--- src/rtl/core/xylm_pkg.sv ---
`timescale 1ns / 1ps

package xylm_pkg;

  // Q30 Taylor coefficients of the quarter-turn sine
  localparam logic [31:0] C1 = 32'd1686629713;
  localparam logic [31:0] C3 = 32'd693598668;
  localparam logic [31:0] C5 = 32'd85569306;
  localparam logic [31:0] C7 = 32'd5026995;
  localparam logic [31:0] C9 = 32'd172272;

  localparam logic [31:0] LN2_Q30   = 32'd744261118;
  localparam logic [31:0] LOG2E_Q16 = 32'd94548;
  localparam logic [30:0] Q30_ONE   = 31'h4000_0000;
  localparam logic [16:0] UNIT      = 17'd32768;

  localparam logic [0:0] REG_BETA = 1'b0;
  localparam logic [0:0] REG_SIDE = 1'b1;

  typedef logic signed [16:0] trig_val_t;

  typedef struct packed {
    logic [31:0] a;
    logic [31:0] b;
  } mul_req_t;

  typedef struct packed {
    logic busy;
    logic done;
  } trig_stat_t;

endpackage

--- src/rtl/core/xylm_mul.sv ---
`timescale 1ns / 1ps

module xylm_mul (
  input  logic              clk,
  input  xylm_pkg::mul_req_t req,
  output logic [63:0]       prod
);

  import xylm_pkg::*;

  always_ff @(posedge clk) begin
    prod <= 64'(req.a) * 64'(req.b);
  end

endmodule

--- config.mk ---
export PLATFORM = sky130hd
export DESIGN_NAME = xylm_mul
export DESIGN_NICKNAME = d
export VERILOG_FILES = /design/src/rtl/core/xylm_pkg.sv /design/src/rtl/core/xylm_mul.sv
export SDC_FILE = /design/constraint.sdc
export NUM_CORES = 2
export LEC_CHECK = 0
export BUFFER_PORTS_ARGS = -buffer_cell sky130_fd_sc_hd__buf_4
export CAP_MARGIN = 40
export CORE_AREA = 2 2 298 300
export CTS_BUF_LIST = sky130_fd_sc_hd__clkbuf_16
export CTS_CLUSTER_SIZE = 20
export DETAILED_ROUTE_END_ITERATION = 8
export DIE_AREA = 0 0 300 302
export GPL_TIMING_DRIVEN = 0
export SLEW_MARGIN = 20
export SYNTH_ARGS = -nofsm -noshare
export SYNTH_HDL_FRONTEND = slang
export SYNTH_SLANG_ARGS = --single-unit
--- constraint.sdc ---
create_clock -name clk -period 24.9 [get_ports clk]
set_input_delay 7.47 -clock clk [delete_from_list [all_inputs] [get_ports clk]]
set_output_delay 7.47 -clock clk [all_outputs]
set_load 0.02 [all_outputs]
==> flow_summary.rst <==
.. list-table::
   :header-rows: 1

   * - Metric
     - Value
   * - Finish-stage setup viols
     - 0
   * - Final Wtd Congestion
     - 1.03
   * - Fraction of post-synthesis cell area in the top cell type by area
     - 51.7%
   * - Library cell with the largest summed area after synthesis
     - fa_1
   * - Number of enable flip-flop cells after synthesis
     - 0
   * - Data arrival time at the worst-slack endpoint
     - 16.05 ns
   * - Data required, critical path
     - 25.20 ns
   * - Overflow left after global routing
     - 0
   * - Number of DRC markers after the initial detailed-route iteration
     - 2,261
   * - Endpoint kind of the worst setup timing path
     - register
   * - Yosys warns
     - 0
   * - Core utilization of the finished layout
     - 43.5%
   * - Die area
     - 90,600 sq um
   * - Starting density of the core
     - 39.6%
   * - Layout Cells excl Fill
     - 5,118
   * - Highest fanout seen on the critical path
     - 10
   * - Port bufs
     - 128
   * - Library cell contributing the largest single delay on the critical path
     - fa_1
   * - Clk sinks
     - 64
   * - Post-placement cell count
     - 5,086
   * - Number of violations of the max-capacitance limit
     - 0
   * - Die Width
     - 300 um
   * - Maximum clock path buffer count
     - 2
   * - Area of the core region
     - 87,600 sq um
   * - Setup TNS Final
     - 0 ns
   * - CP most frequent cell
     - fa_1
   * - Hold worst-path end
     - prod[0]
   * - Top cells by area, synth
     - fa_1, and2_1, ha_1, inv_1, nand2_1
   * - Syn_area_per_cell
     - 9.25 sq um
   * - Slew Viols, Final
     - 0
   * - Highest clock frequency the design can meet
     - 63.5 MHz
   * - Most frequent cells in the layout
     - fa_1, inv_1, and2_1, nand2_1, ha_1
   * - Largest net degree at the start of global routing
     - 13
   * - Aggregate routed wire length
     - 128,000 um
   * - Cts-stage hold buffer count
     - 0
   * - HP Start
     - req[0]
   * - Flip-flop count of the largest register, all copies and words added
     - 64
   * - Total via count after detailed routing
     - 26,900
   * - CTS-repair resized insts
     - 0
   * - Regs by FF count
     - prod x64
   * - Cell depth of the worst min-delay path
     - 2
   * - Net count after synthesis
     - 4,972
   * - First-pass GRT wire length
     - 186,000 um
   * - Clock-pin slew reported for the worst setup and hold paths after clock tree synthesis
     - 0.06 ns
   * - Path category of the worst min-delay check
     - in2reg
   * - Num CTS Buffers
     - 9
   * - H-tree levels
     - 3
   * - Slew at the pin closest to its max-slew limit
     - 0.973 ns
   * - Number of nets in the layout
     - 5,168
   * - Most frequent standard cell in the layout excluding fill and tap cells
     - fa_1
   * - Period Utilization, post-route
     - 63.3%
   * - Crit path launch type
     - primary input
   * - Cell at the root of the clock tree
     - clkbuf_16
   * - Number of global-route vias before repair
     - 28,300
   * - Count of pins on the block boundary
     - 129
   * - Estimated wirelength of the detail-placed design
     - 112,000 um
   * - Synth-to-layout area growth
     - 9.94%
   * - Critical path class
     - in2reg
   * - Number of hold violations in the final report
     - 0
   * - Ratio of routed vias to standard cells
     - 5.25
   * - Post-detailed-route wirelength per cell
     - 24.9 um
   * - Cell variety after synth
     - 57
   * - Vert. Die Dim
     - 302 um
   * - Number of rows in the core area
     - 109
   * - Post-layout minimum cycle time
     - 15.76 ns
   * - Worst path max stage delay
     - 0.71 ns
   * - Number of detailed-routing iterations run before antenna repair
     - 5
   * - Number of routed nets with antenna violations
     - 0
   * - Minimum hold slack
     - 7.39 ns
   * - Outcome
     - complete, no violations
   * - Headroom to the max-slew limit
     - 35.2%
   * - CTS tree
     - built
   * - Post-Synthesis Cell Area
     - 34,700 sq um
   * - Post-synthesis sequential area ratio
     - 3.69%
   * - Number of buffers inserted to repair setup after CTS
     - 0
   * - Initial antenna violation count
     - 14
   * - Remaining DRCs
     - 0
   * - Fraction of layout instances using a drive strength above 1
     - 5.65%
   * - Unrepaired setup endpoints after global routing
     - false
   * - Post-Syn Instances
     - 3,748
   * - Global-route total usage across every layer
     - 29.0%
   * - Async set-or-reset flop fraction in the synthesized netlist
     - 0%
   * - Top flip-flop cell by instance count after synthesis
     - dfxtp_1
   * - Register with the most flip-flops
     - prod
   * - Seq cells post-synth
     - 64
==> through the flow <==
| step | setup WS [ns] | cell area [sq um] |
|---|---|---|
| 2_1_floorplan | 10.68 | 34700 |
| 3_3_place_gp | 8.94 | 37100 |
| 3_5_place_dp | 9.03 | 37600 |
| 4_1_cts | 9.42 | 38000 |
| 5_1_grt | 9.06 | 38100 |
| 6_report | 9.14 | 38100 |
==> final cells by class <==
cell class | count | area (sq um)
antenna | 4 | 10.0
multi-input combinational | 2599 | 29300
inverter | 865 | 3250
sequential | 64 | 1280
clock buffer | 9 | 225
clock inverter | 7 | 119
fill | 8720 | 49400
tap | 1165 | 1460
buffer | 220 | 833
timing repair buffer | 185 | 1640
==> critical path: cells and delay by family <==
kind	cells	cell delay, ns
compound gates	4	1.13
xor+xnor	1	0.15
fa+ha+maj	9	4.60
buf+inv	8	1.27
simple gates	4	1.43
==> how the worst max path moves through the flow <==
stage | start | endpoint | slack (ns) | cells past startpoint
floorplan | req[57] | prod[62] | 10.68 | 25
global placement | req[51] | prod[62] | 8.94 | 26
detailed placement | req[8] | prod[62] | 9.03 | 26
CTS | req[8] | prod[62] | 9.42 | 26
global route | req[8] | prod[62] | 9.06 | 26
finish | req[8] | prod[62] | 9.14 | 26
==> logic make-up after synthesis <==
kind of cell	share of synthesized area (%)
and+or+nand+nor	17.6
adders and majority gates	61.2
buffers and inverters	11.8
AOI/OAI and AO/OA	4.15
DFF	3.69
xor gates and xnor gates	1.52
muxes	0.0289
==> per-layer routing <==
metal	vias up	wire (um)	GRT usage, %
met1	13800	47200	36.0
met5	-	26	0
met4	4	10500	19.9
li1	11200	-	-
met2	1413	57100	44.9
met3	380	12700	6.81
==> cells in the mapped netlist (3+ instances only) <==
| cell | count |
|---|---|
| a211oi_1 | 3 |
| a21boi_1 | 3 |
| a21o_1 | 40 |
| a21oi_1 | 63 |
| a21oi_2 | 3 |
| a221o_1 | 4 |
| a221oi_4 | 3 |
| a31oi_1 | 12 |
| and2_1 | 602 |
| and3_1 | 14 |
| and4_1 | 3 |
| buf_2 | 6 |
| clkbuf_1 | 213 |
| dfxtp_1 | 64 |
| fa_1 | 896 |
| ha_1 | 263 |
| inv_1 | 865 |
| nand2_1 | 480 |
| nand3_1 | 10 |
| nand4_1 | 23 |
| nor2_1 | 20 |
| nor3_1 | 7 |
| o21a_1 | 9 |
| o21ai_0 | 21 |
| o21ai_1 | 5 |
| o21bai_1 | 10 |
| o221ai_1 | 3 |
| o31ai_4 | 3 |
| or2_2 | 3 |
| or3_1 | 3 |
| or4_1 | 3 |
| xnor2_1 | 35 |
| xor2_1 | 25 |
Power is left out: the tool's default activity adds up to more than one toggle a clock period on the data nets, which glitch-free logic cannot reach.
