`src/rtl/core/xylm_pkg.sv`:
```
`timescale 1ns / 1ps

package xylm_pkg;

  // Q30 Taylor coefficients of the quarter-turn sine
  localparam logic [31:0] C1 = 32'd1686629713;
  localparam logic [31:0] C3 = 32'd693598668;
  localparam logic [31:0] C5 = 32'd85569306;
  localparam logic [31:0] C7 = 32'd5026995;
  localparam logic [31:0] C9 = 32'd172272;

  localparam logic [31:0] LN2_Q30   = 32'd744261118;
  localparam logic [31:0] LOG2E_Q16 = 32'd94548;
  localparam logic [30:0] Q30_ONE   = 31'h4000_0000;
  localparam logic [16:0] UNIT      = 17'd32768;

  localparam logic [0:0] REG_BETA = 1'b0;
  localparam logic [0:0] REG_SIDE = 1'b1;

  typedef logic signed [16:0] trig_val_t;

  typedef struct packed {
    logic [31:0] a;
    logic [31:0] b;
  } mul_req_t;

  typedef struct packed {
    logic busy;
    logic done;
  } trig_stat_t;

endpackage

```
`src/rtl/core/xylm_trig.sv`:
```
`timescale 1ns / 1ps

// cosine of an angle: fold to a quarter turn, then Horner sine over the shared multiplier
module xylm_trig #(
  parameter int ANGLE_BITS = 16
) (
  input  logic                    clk,
  input  logic                    rst,
  input  logic                    start,
  input  logic [ANGLE_BITS-1:0]   angle,
  input  logic [63:0]             prod,
  output xylm_pkg::mul_req_t      req,
  output xylm_pkg::trig_stat_t    stat,
  output xylm_pkg::trig_val_t     value
);

  import xylm_pkg::*;

  localparam logic [ANGLE_BITS-1:0] HALF    = ANGLE_BITS'(1) << (ANGLE_BITS - 1);
  localparam logic [ANGLE_BITS-1:0] QUARTER = ANGLE_BITS'(1) << (ANGLE_BITS - 2);

  typedef enum logic [2:0] {T_IDLE, T_SQ, T_C9, T_C7, T_C5, T_C3, T_C1, T_RND} tstate_t;

  tstate_t state;
  logic [31:0] u;
  logic [31:0] u2;
  logic        neg;
  logic        done;

  logic [ANGLE_BITS-1:0] fold;
  logic [ANGLE_BITS-1:0] z;
  logic                  z_neg;
  logic [31:0]           hsh;
  logic [33:0]           rnd;
  logic [16:0]           mag;

  always_comb begin
    fold = (angle > HALF) ? (ANGLE_BITS'(0) - angle) : angle;
    if (fold <= QUARTER) begin
      z     = QUARTER - fold;
      z_neg = 1'b0;
    end else begin
      z     = fold - QUARTER;
      z_neg = 1'b1;
    end
    hsh = prod[61:30];
    rnd = prod[63:30] + 34'd16384;
    mag = (rnd[33:15] > 19'(UNIT)) ? UNIT : rnd[31:15];
  end

  always_comb begin
    req = '0;
    unique case (state)
      T_IDLE: req = '0;
      T_SQ:   req = '{a: u, b: u};
      T_C9:   req = '{a: {1'b0, prod[60:30]}, b: C9};
      T_C7:   req = '{a: u2, b: C7 - hsh};
      T_C5:   req = '{a: u2, b: C5 - hsh};
      T_C3:   req = '{a: u2, b: C3 - hsh};
      T_C1:   req = '{a: u, b: C1 - hsh};
      T_RND:  req = '0;
      default: req = '0;
    endcase
  end

  always_ff @(posedge clk) begin
    if (rst) begin
      state <= T_IDLE;
      done  <= 1'b0;
    end else begin
      done <= 1'b0;
      unique case (state)
        T_IDLE: begin
          if (start) begin
            u     <= 32'(z) << (32 - ANGLE_BITS);
            neg   <= z_neg;
            state <= T_SQ;
          end
        end
        T_SQ: state <= T_C9;
        T_C9: begin
          u2    <= {1'b0, prod[60:30]};
          state <= T_C7;
        end
        T_C7: state <= T_C5;
        T_C5: state <= T_C3;
        T_C3: state <= T_C1;
        T_C1: state <= T_RND;
        T_RND: begin
          value <= neg ? (17'sd0 - $signed(mag)) : $signed(mag);
          done  <= 1'b1;
          state <= T_IDLE;
        end
        default: state <= T_IDLE;
      endcase
    end
  end

  assign stat = '{busy: (state != T_IDLE), done: done};

endmodule

```
`config.mk`:
```
export PLATFORM = sky130hd
export DESIGN_NAME = xylm_trig
export DESIGN_NICKNAME = d
export VERILOG_FILES = /design/src/rtl/core/xylm_pkg.sv /design/src/rtl/core/xylm_trig.sv
export SDC_FILE = /design/constraint.sdc
export NUM_CORES = 1
export LEC_CHECK = 0
export CELL_PAD_IN_SITES_DETAIL_PLACEMENT = 1
export CELL_PAD_IN_SITES_GLOBAL_PLACEMENT = 1
export CORE_ASPECT_RATIO = 0.7
export CORE_MARGIN = 5
export CORE_UTILIZATION = 49
export CTS_BUF_LIST = sky130_fd_sc_hd__clkbuf_8
export DETAILED_ROUTE_END_ITERATION = 6
export DONT_BUFFER_PORTS = 1
export PLACE_DENSITY_LB_ADDON = 0.05
export SLEW_MARGIN = 20
export SYNTH_ARGS = -nofsm -noshare
export SYNTH_HDL_FRONTEND = slang
export SYNTH_SLANG_ARGS = --single-unit
```
`constraint.sdc`:
```
create_clock -name clk -period 4.7 [get_ports clk]
set_input_delay 0.47 -clock clk [delete_from_list [all_inputs] [get_ports clk]]
set_output_delay 0.47 -clock clk [all_outputs]
set_load 0.01 [all_outputs]
```
==> results.ini, run 1 <==
[run_status]
run_status = finished, final reports clean

[synth]
yosys_warnings = 0
syn-num-nets = 1158
synth_cells = 1048
syn_area_um2 = 8140
yosysSeqAreaShare_pct = 25.0
synthArstFlopShare_pct = 0
ys.flop_type = edfxtp_1
synth_area_per_cell_um2 = 7.77
synth.distinct_cells = 81
synth_edf_count = 65
synth_seq_cells = 69

[flow_run]
cap_viol_max_count = 0

[sta]
min_period_over_period_pct = 95.3
min_period_ns = 4.48
worst_pin_slew_ns = 0.976
slew-limit-headroom_pct = 34.7
rsz0062_at_grt = no
clock_skew_ns = 0.0128
clock.fmax_mhz = 223
fin_tns_setup_ns = 0
report.final.slew_viol_count = 0
hold_violations = 0
setup_viol_count_final = 0

[clock_network]
cts_hold_buf = 0
clk_pin_slew_ns = 0.08
insertion_delay_ns = 0.39
cts_buffers = 9
htree_levels = 3
cts-root-buf = clkbuf_8
clock_sinks = 69
clock_path_buffers = 2
cts_tree = yes

[power]
cellLeakagePower_nw = 3.08
ir_drop_mv = 0.182
cellPowerDensity_nw_per_um2 = 235

[place]
placedCellCount = 1248
numPortBuffers = 0
dp_hpwl_um = 23400
globalplace.congestion = 0.938

[routing]
wl_per_cell_um = 24.5
drc = 0
drt-initial-drc-count = 980
vias = 8756
first_pass_iters = 6
viasPerCell = 6.92
ant_nets = 0
wl_um = 30900

[worst_setup_path]
ff2ff_setup_slack_ns = 2.57
end_kind = output port
crit_arrival_ns = 4.01
r2r-end = state[2]
crit_required_ns = 4.23
r2r-start = state[0]
crit_slowest_cell = or4_1
worstSetupPathType = reg -> out
cp-start-kind = flip-flop
path_cells = inv_1, nor2_1, nand2_1, clkinvlp_4, fa_1, nand2b_1, a311o_1, nand3b_1, o21ai_1, a31o_2, a41o_1, or4_1, a31oi_1, buf_4
crit_start = state[2]
cpPeakStageDelay_ns = 0.49
r2r_cells = 5
crit_fanout = 6

[final_layout]
num-nets-final = 1145
layout_common_cells = nor2_1, nand2_1, a21oi_1
drive_above_1_share_pct = 10.8
seqCellArea_um2 = 2030
multi_input_area_um2 = 5640
fillers = 2062
syn2layout_area_growth_pct = 7.81
final_core_util_pct = 53.9
final_common_cell = nor2_1
final_cells = 1265
insertedDiodeCount = 0

[die]
fp.dieW_um = 164
die_area_um2 = 19300
coreArea_um2 = 16300
die_h_um = 118
io_pins = 166
initial_core_util_pct = 50.0
row_count = 39

[global_route]
antenna_found_initial = 0
grt_usage_pct = 31.6
grt_pass1_wl_um = 48600
grt_max_degree = 43
first_global_vias = 8484
grt_overflow = 0

[worst_hold_path]
hold_path_class = in -> reg
min_from = rst
min_to = state[1]
min_path_cells = 1

==> kinds of logic (layout without fill, tap and decap cells) <==
group	count (synthesis)	count (layout)	synth area share (%)
DFF	69	69	25.0
buffers and inverters	126	118	6.13
muxes	21	21	2.80
AOI/OAI and AO/OA	353	353	30.6
adders and majority gates	27	27	4.24
and+or+nand+nor	376	376	23.1
xor gates and xnor gates	76	76	8.17
==> per-layer routing <==
layer  share of wire (%)  vias up  GRT usage (%)  routed length (µm)
met2                  43      399           46.4               13400
met5                   0        -              0                   0
met4                 1.5        0           7.02                 471
met3                 9.8       39           8.40                3040
met1                  45     4371           46.2               14100
li1                    -     3947              -                   -
==> registers in the layout, summed over array words and instances, names as in the netlist <==
signal	flops
done	1
neg	1
u2	31
state	3
u	16
value	17
==> metrics by stage <==
step,hold slack [ns],instance area [µm²],power (W),worst slack [ns]
after detailed placement,0.544,8530,0.00145,0.443
after CTS,0.133,8760,0.00205,0.0413
after global placement,0.546,8530,0.00143,0.480
after floorplan,0.539,8140,0.00127,0.462
after global routing,0.124,8780,0.00216,0.0238
final,0.137,8780,0.00206,0.220
==> area by class of cell <==
| class | count | area share [%] |
|---|---|---|
| clock inverters | 7 | 1.20 |
| repair buffers | 55 | 4.70 |
| inverters | 47 | 2.08 |
| multi-input cells | 853 | 64.3 |
| flip-flops and latches | 69 | 23.1 |
| well taps | 225 | 3.21 |
| clock buffers | 9 | 1.41 |
==> how the worst max path moves through the flow <==
stage,end,slack (ns),cells after the start
3_5_place_dp,req[27],0.44,16
6_report,req[30],0.22,14
4_1_cts,req[27],0.04,16
5_1_grt,req[30],0.02,14
3_3_place_gp,req[27],0.48,16
2_1_floorplan,req[30],0.46,14
==> worst max-delay path, delay by kind of cell (launching register included) <==
family,cells,cell delay (ns)
DFF,1,0.32
AOI/OAI and AO/OA,5,1.36
adders and majority gates,1,0.43
buffers and inverters,3,0.38
and+or+nand+nor,5,1.11
==> report_power, final <==
group	internal, W	switching, W
registers	0.000704	0.0000188
logic	0.000280	0.000454
clock network	0.000345	0.000260
total	0.00133	0.000732
==> cell usage after synthesis (all sizes together) (4+ instances only) <==
library cell / count / area (µm²)
or4: 7 / 52.6
nor4b: 4 / 47.6
ha: 26 / 325
a22o: 18 / 158
or2: 4 / 25.0
nor2: 102 / 383
nand4: 9 / 56.3
a32oi: 8 / 70.1
mux2i: 7 / 70.1
o211ai: 14 / 105
o21bai: 7 / 52.6
nand3: 34 / 170
nor4: 13 / 96.3
o21a: 7 / 52.6
a31o: 6 / 61.3
inv: 47 / 179
nand2b: 25 / 156
a2111oi: 4 / 35.0
a31oi: 18 / 128
or3: 8 / 55.1
nor2b: 12 / 75.1
a211oi: 7 / 52.6
and2: 8 / 50.1
nor3b: 4 / 30.0
edfxtp: 65 / 1950
clkbuf: 66 / 249
dfxtp: 4 / 80.1
nand2: 94 / 353
a221oi: 37 / 324
a221o: 7 / 70.1
nand3b: 6 / 45.0
o21ai: 61 / 305
mux2: 14 / 158
o221ai: 6 / 52.6
a21o: 10 / 75.1
a22oi: 4 / 30.0
o22ai: 19 / 119
xnor2: 57 / 499
a21oi: 66 / 330
nor3: 30 / 150
and3: 6 / 37.5
o31ai: 20 / 164
xor2: 19 / 166
buf: 13 / 71.3
==> what timing repair did <==
item                       in CTS  in global routing
setup buffers                   0                  1
gates resized for setup         1                  4
setup endpoints to repair       2                 10
Note: power is estimated with default switching activity, not from simulation.
==> run 2, diff against run 1 <==
Settings changed: CORE_UTILIZATION 49 to 45, REMOVE_ABC_BUFFERS set to 1.
==> run 2 against run 1 <==
  * Via count decreased by 2.6%
  * Total power shrank 2.8%
  * Die area rose by 8.2%
  * First-iteration DRC count shrank 6.2%
  * Largest cell class unchanged
  * Sequential power barely moved
  * Critical path depth unchanged
  * Clock power decreased by 9.8%
  * Setup slack worse by 0.0016 ns
  * Register-to-register slack better by 0.18 ns
  * Clock-buffer cell count did not move
==> results.ini, run 2 (synthesis results as in run 1) <==
[sta]
setup_viol_count_final = 0  ; unchanged
min_period_over_period_pct = 95.3  ; about the same
slew-limit-headroom_pct = 27.7  ; -7.0 points
min_period_ns = 4.48  ; +0.00158 ns
clock_skew_ns = 0.0148  ; +0.00205 ns
fin_tns_setup_ns = 0  ; unchanged
report.final.slew_viol_count = 0  ; unchanged
hold_violations = 0  ; unchanged
worst_pin_slew_ns = 1.08  ; +0.105 ns
clock.fmax_mhz = 223  ; about the same

[worst_setup_path]
r2r-end = u[29]
end_kind = output port
crit_fanout = 8  ; +2
cp-start-kind = flip-flop
crit_required_ns = 4.23  ; about the same
r2r_cells = 4  ; -1
ff2ff_setup_slack_ns = 2.75  ; +0.18 ns
crit_arrival_ns = 4.01  ; about the same
r2r-start = state[0]
worstSetupPathType = reg -> out

[final_layout]
regMostFlops = u2
design_area_um2 = 8750  ; -0.31%
reg_top3 = u2: 31 flops, value: 17 flops, u: 16 flops
num-nets-final = 1143  ; -0.17%
syn2layout_area_growth_pct = 7.47
largest_reg_flops = 31  ; unchanged
layout_common_cells = nor2_1, nand2_1, a21oi_1
final_common_cell = nor2_1
insertedDiodeCount = 0  ; unchanged
drive_above_1_share_pct = 11.1  ; +0.31 points

[place]
globalplace.congestion = 0.985  ; +5.1%
numPortBuffers = 0  ; unchanged
dp_hpwl_um = 22900  ; -1.9%
place_area_um2 = 8530  ; about the same

[clock_network]
cts_buffers = 9  ; unchanged
clock_sinks = 69  ; unchanged
htree_levels = 3  ; unchanged
clk_pin_slew_ns = 0.09  ; about the same
clock_path_buffers = 2  ; unchanged
cts-root-buf = clkbuf_8
cts_hold_buf = 0  ; unchanged
cts_tree = yes
insertion_delay_ns = 0.39  ; about the same

[routing]
drt-initial-drc-count = 919  ; -6.2%
vias = 8532  ; -2.6%
viasPerCell = 6.70  ; -3.2%
wl_met2_um = 13400  ; +0.41%
ant_nets = 0  ; unchanged
top_layer = met4
drc = 0  ; unchanged
first_pass_iters = 5  ; -1
wl_um = 31000  ; about the same
met3WireLength_um = 2690  ; -11%
wl_per_cell_um = 24.3  ; -0.67%
m1WireLength_um = 14500  ; +3.0%

[die]
row_count = 41  ; +5.1%
die_area_um2 = 20900  ; +8.2%
coreArea_um2 = 17900  ; +9.8%
initial_core_util_pct = 45.5  ; -4.5 points
die_h_um = 123  ; +4.0%
fp.dieW_um = 171  ; +4.1%
io_pins = 166  ; unchanged

[power]
ir_drop_mv = 0.164  ; -9.9%
cellPowerDensity_nw_per_um2 = 229  ; -2.5%
cellLeakagePower_nw = 3.06  ; -0.61%
total_power_w = 0.00200  ; -2.8%

[global_route]
antenna_found_initial = 0  ; unchanged
grt_overflow = 0  ; unchanged
grt_max_degree = 43  ; unchanged
grt_usage_pct = 28.8  ; -2.8 points
grt_pass1_wl_um = 47500  ; -2.3%
first_global_vias = 8348  ; -1.6%

[worst_hold_path]
min_from = rst
min_to = state[2]
min_path_cells = 1  ; unchanged
hold_path_class = in -> reg

[flow_run]
cap_viol_max_count = 0  ; unchanged

[run_status]
run_status = finished, final reports clean

## run 2: area by class of cell
type / count / area, µm²
clock buffers: 9 / 124
well taps: 236 / 295
fillers: 2209 / 9150
flip-flops and latches: 69 / 2030
multi-input cells: 853 / 5640
inverters: 47 / 179
repair buffers: 53 / 398
clock inverters: 7 / 80.1
## run 2: where the power goes
group          internal, W  switching (W)
logic             0.000280       0.000457
clock network     0.000252       0.000294
registers         0.000704      0.0000172
total              0.00124       0.000768
## run 2: layer usage
| metal | vias to the layer above | track usage, % |
|---|---|---|
| met4 | 0 | 5.44 |
| met1 | 4190 | 42.5 |
| met3 | 30 | 6.02 |
| li1 | 3939 | - |
| met5 | - | 0 |
| met2 | 373 | 43.9 |
## run 2: what timing repair did
| item | CTS | global route |
|---|---|---|
| resized for setup | 2 | 3 |
| pin swaps | 0 | 0 |
| buffers inserted | 0 | 0 |
| setup endpoints to repair | 2 | 9 |
## run 2: worst max-delay path by stage
stage | from | endpoint | slack (ns) | cells after the start
global route | state[2] | req[30] | -0.03 | 15
finish | state[2] | req[30] | 0.22 | 14
CTS | state[2] | req[30] | 0.05 | 14
floorplan | state[2] | req[25] | -0.43 | 13
detailed placement | state[2] | req[27] | 0.31 | 16
global placement | state[2] | req[27] | 0.44 | 16
## run 2: critical path, stage by stage (launching register included)
cell      delay (ns)
dfxtp_1         0.32
inv_1           0.07
nor2_1          0.07
nand2_2         0.21
inv_2           0.10
fa_1            0.41
nand2b_1        0.24
a311o_1         0.42
nand3b_1        0.19
o21ai_0         0.17
a31o_2          0.29
a41o_1          0.29
or4_1           0.47
a31oi_1         0.22
buf_4           0.16
## run 2: stage by stage
step	utilization, %	cells	hold slack [ns]	setup slack, ns
3_5_place_dp	47.7	1258	0.543	0.309
4_1_cts	48.8	1274	0.132	0.0529
3_3_place_gp	47.7	1258	0.543	0.443
6_report	48.9	1274	0.149	0.219
5_1_grt	48.9	1274	0.131	-0.0275
2_1_floorplan	-	969	0.539	-0.431
==> run 3, diff against run 2 <==
Settings changed: ABC_AREA set to 1.
==> run 3 against run 2 <==
  * Core utilization down 1.1 points
  * Register-to-register slack got worse by 0.60 ns
  * Largest power group is now registers
  * Global-route usage grew 3.6 points
  * Largest cell class unchanged
==> results.ini, run 3 <==
[routing]
drc = 0  ; unchanged
vias = 9916  ; +16%
wl_um = 36300  ; +17%
viasPerCell = 6.07  ; -9.3%
drt-initial-drc-count = 1000  ; +8.8%
wl_per_cell_um = 22.2  ; -8.6%
first_pass_iters = 5  ; unchanged
ant_nets = 0  ; unchanged

[power]
p_sw_w = 0.000754  ; -1.8%
swShare_pct = 38.1  ; -0.22 points
pwr-share-seq_pct = 36.2  ; +0.2 points
internal_power_w = 0.00122  ; -0.93%
cellLeakagePower_nw = 3.76  ; +23%
power_frac_comb_pct = 32.7  ; -4.1 points
cellPowerDensity_nw_per_um2 = 221  ; -3.6%
clkPwrFrac_pct = 31.0  ; +3.8 points
ir_drop_mv = 0.160  ; -2.5%

[sta]
min_period_ns = 4.37  ; -0.111 ns
min_period_over_period_pct = 93.0  ; -2.4 points
hold_ws_ns = 0.167  ; +0.0172 ns
hold_violations = 0  ; unchanged
clock.fmax_mhz = 229  ; +2.5%
report.final.slew_viol_count = 0  ; unchanged
setup_viol_count_final = 0  ; unchanged
worst_pin_slew_ns = 1.06  ; -0.0189 ns
slew-limit-headroom_pct = 29.0  ; +1.4 points
clock_skew_ns = 0.0228  ; +0.00802 ns
fin_tns_setup_ns = 0  ; unchanged
rsz0062_at_grt = no

[final_layout]
fillers = 2617  ; +18%
drive_above_1_share_pct = 5.32  ; -5.8 points
regMostFlops = u2
syn2layout_area_growth_pct = 5.29
reg_top3 = u2: 31 flops, value: 17 flops, u: 16 flops
multi_input_area_um2 = 5610  ; -0.53%
num-nets-final = 1496  ; +31%
largest_reg_flops = 31  ; unchanged
insertedDiodeCount = 0  ; unchanged
seqCellArea_um2 = 2030  ; unchanged
layout_common_cells = nand2_1, nor2_1, inv_1
final_common_cell = nand2_1

[synth]
synthArstFlopShare_pct = 0  ; unchanged
synth_seq_cells = 69  ; unchanged
yosys-top-cells-count = nand2_1, nor2_1, inv_1
syn_area_um2 = 8510  ; +4.5%
yosys_warnings = 0  ; unchanged
ys.flop_type = edfxtp_1
synth.distinct_cells = 53  ; -35%
synth_most_common_cell = nand2_1
synth_edf_count = 65  ; unchanged
synth_top_area_cell = edfxtp_1
netlist.area_leader.share_pct = 22.9  ; -1.0 points
synth_area_per_cell_um2 = 6.06  ; -22%
ys_top_cells_by_area = edfxtp_1, nand2_1, nor2_1
yosysSeqAreaShare_pct = 23.9  ; -1.1 points
synth_cells = 1404  ; +34%

[die]
initial_core_util_pct = 45.3  ; -0.14 points
io_pins = 166  ; unchanged
fp.dieW_um = 174  ; +2.1%
die_h_um = 125  ; +2.0%
die_area_um2 = 21800  ; +4.2%
row_count = 42  ; +2.4%
coreArea_um2 = 18800  ; +4.8%

[run_status]
run_status = finished, final reports clean

[place]
dp_hpwl_um = 29200  ; +27%
globalplace.congestion = 1.01  ; +2.5%
numPortBuffers = 0  ; unchanged

[clock_network]
post_cts_buffers = 0  ; unchanged
cts_buffers = 9  ; unchanged
clock_sinks = 69  ; unchanged
htree_levels = 3  ; unchanged
clk_pin_slew_ns = 0.07  ; -0.02 ns
cts_tree = yes
insertion_delay_ns = 0.38  ; about the same
cts-root-buf = clkbuf_8
clock_path_buffers = 2  ; unchanged

[worst_setup_path]
crit_arrival_ns = 3.90  ; -0.11 ns
cp-start-kind = flip-flop
crit_slowest_cell = o21bai_1
worstSetupPathType = reg -> out
cpPeakStageDelay_ns = 0.47  ; about the same
crit_start = state[2]
end_kind = output port
crit_required_ns = 4.23  ; about the same
r2r-start = state[2]
path_cells = inv_1, nor2_1, inv_1, ha_1, nand2_1, o21a_1, o21ai_1, a21oi_1, o21bai_1, a21oi_1, o21ai_1, nand4_1
crit_fanout = 7  ; -1

[worst_hold_path]
min_from = rst
hold_path_class = in -> reg

[global_route]
antenna_found_initial = 1  ; +1
grt_usage_pct = 32.4  ; +3.6 points
grt_max_degree = 32  ; -26%
grt_overflow = 0  ; unchanged
first_global_vias = 9628  ; +15%
grt_pass1_wl_um = 55600  ; +17%

[flow_run]
cap_viol_max_count = 0  ; unchanged

-- run 3: cell count changes in the layout (fill, tap and decap cells not counted), moves of 30 or more --
cell and delta:
nand3_1 +88, buf_4 -38, inv_1 +115, xnor2_1 -47, nor2_1 +74, o21ai_0 +42
nand2_1 +294, nand4_1 +30, a221oi_1 -35
-- run 3: power by group through the flow --
stage	Sequential (W)	Clock [W]	Combinational, W
finish	0.000716	0.000614	0.000648
detailed placement	0.000730	0	0.000632
global route	0.000719	0.000655	0.000710
floorplan	0.000726	0	0.000434
global placement	0.000729	0	0.000613
CTS	0.000716	0.000622	0.000635
-- run 3: layout make-up --
type / count / share of cell area, %
clock buffers: 9 / 1.38
inverters: 175 / 7.33
clock inverters: 7 / 1.30
multi-input cells: 1116 / 62.7
repair buffers: 15 / 1.26
flip-flops and latches: 69 / 22.7
well taps: 242 / 3.38
-- run 3: worst paths after layout --
kind | endpoint | slack, ns | cells after the start
worst min-delay path | state[2] | 0.17 | 1
worst max register to register | u2[16] | 2.15 | 4
worst max-delay path | req[23] | 0.33 | 12
worst min register to register | state[1] | 0.54 | 2
-- run 3: per-layer routing --
metal  global-route usage, %  part of all wire (%)  vias up
met4                    5.49                   1.3        0
met1                    48.8                    46     4767
met2                    44.3                    39      430
met5                       0                     0        -
li1                        -                     -     4689
met3                    12.2                    13       30
-- run 3: cell families after synthesis --
family | count (synthesis) | synth area share, %
AND/OR/NAND/NOR | 784 | 39.5
flip-flops | 69 | 23.9
XOR/XNOR | 36 | 3.71
buffers and inverters | 219 | 10.4
adder cells (fa/ha/maj) | 27 | 4.06
AO/OA/AOI/OAI | 269 | 18.5
-- run 3: critical path, delay by kind of cell, from the launching register on --
family,cells,cell delay [ns]
compound gates,6,1.65
fa+ha+maj,1,0.43
buf+inv,2,0.44
flops,1,0.44
simple gates,3,0.56
-- run 3: repair_timing --
| action | 4_1_cts | 5_1_grt |
|---|---|---|
| hold endpoints to repair | 0 | 0 |
| endpoints found under the setup margin | 0 | 5 |
| gates resized for setup | 0 | 5 |
| hold buffers | 0 | 0 |
-- run 3: metrics by stage --
step | instances | total power, W | util, % | area (µm²) | setup slack, ns
CTS | 1633 | 0.00197 | 47.7 | 8960 | 0.188
global route | 1633 | 0.00208 | 47.7 | 8960 | 0.108
finish | 1633 | 0.00198 | 47.7 | 8960 | 0.330
floorplan | 1360 | 0.00116 | - | 8280 | 1.17
global placement | 1617 | 0.00134 | 46.5 | 8720 | 0.739
detailed placement | 1617 | 0.00136 | 46.5 | 8720 | 0.603
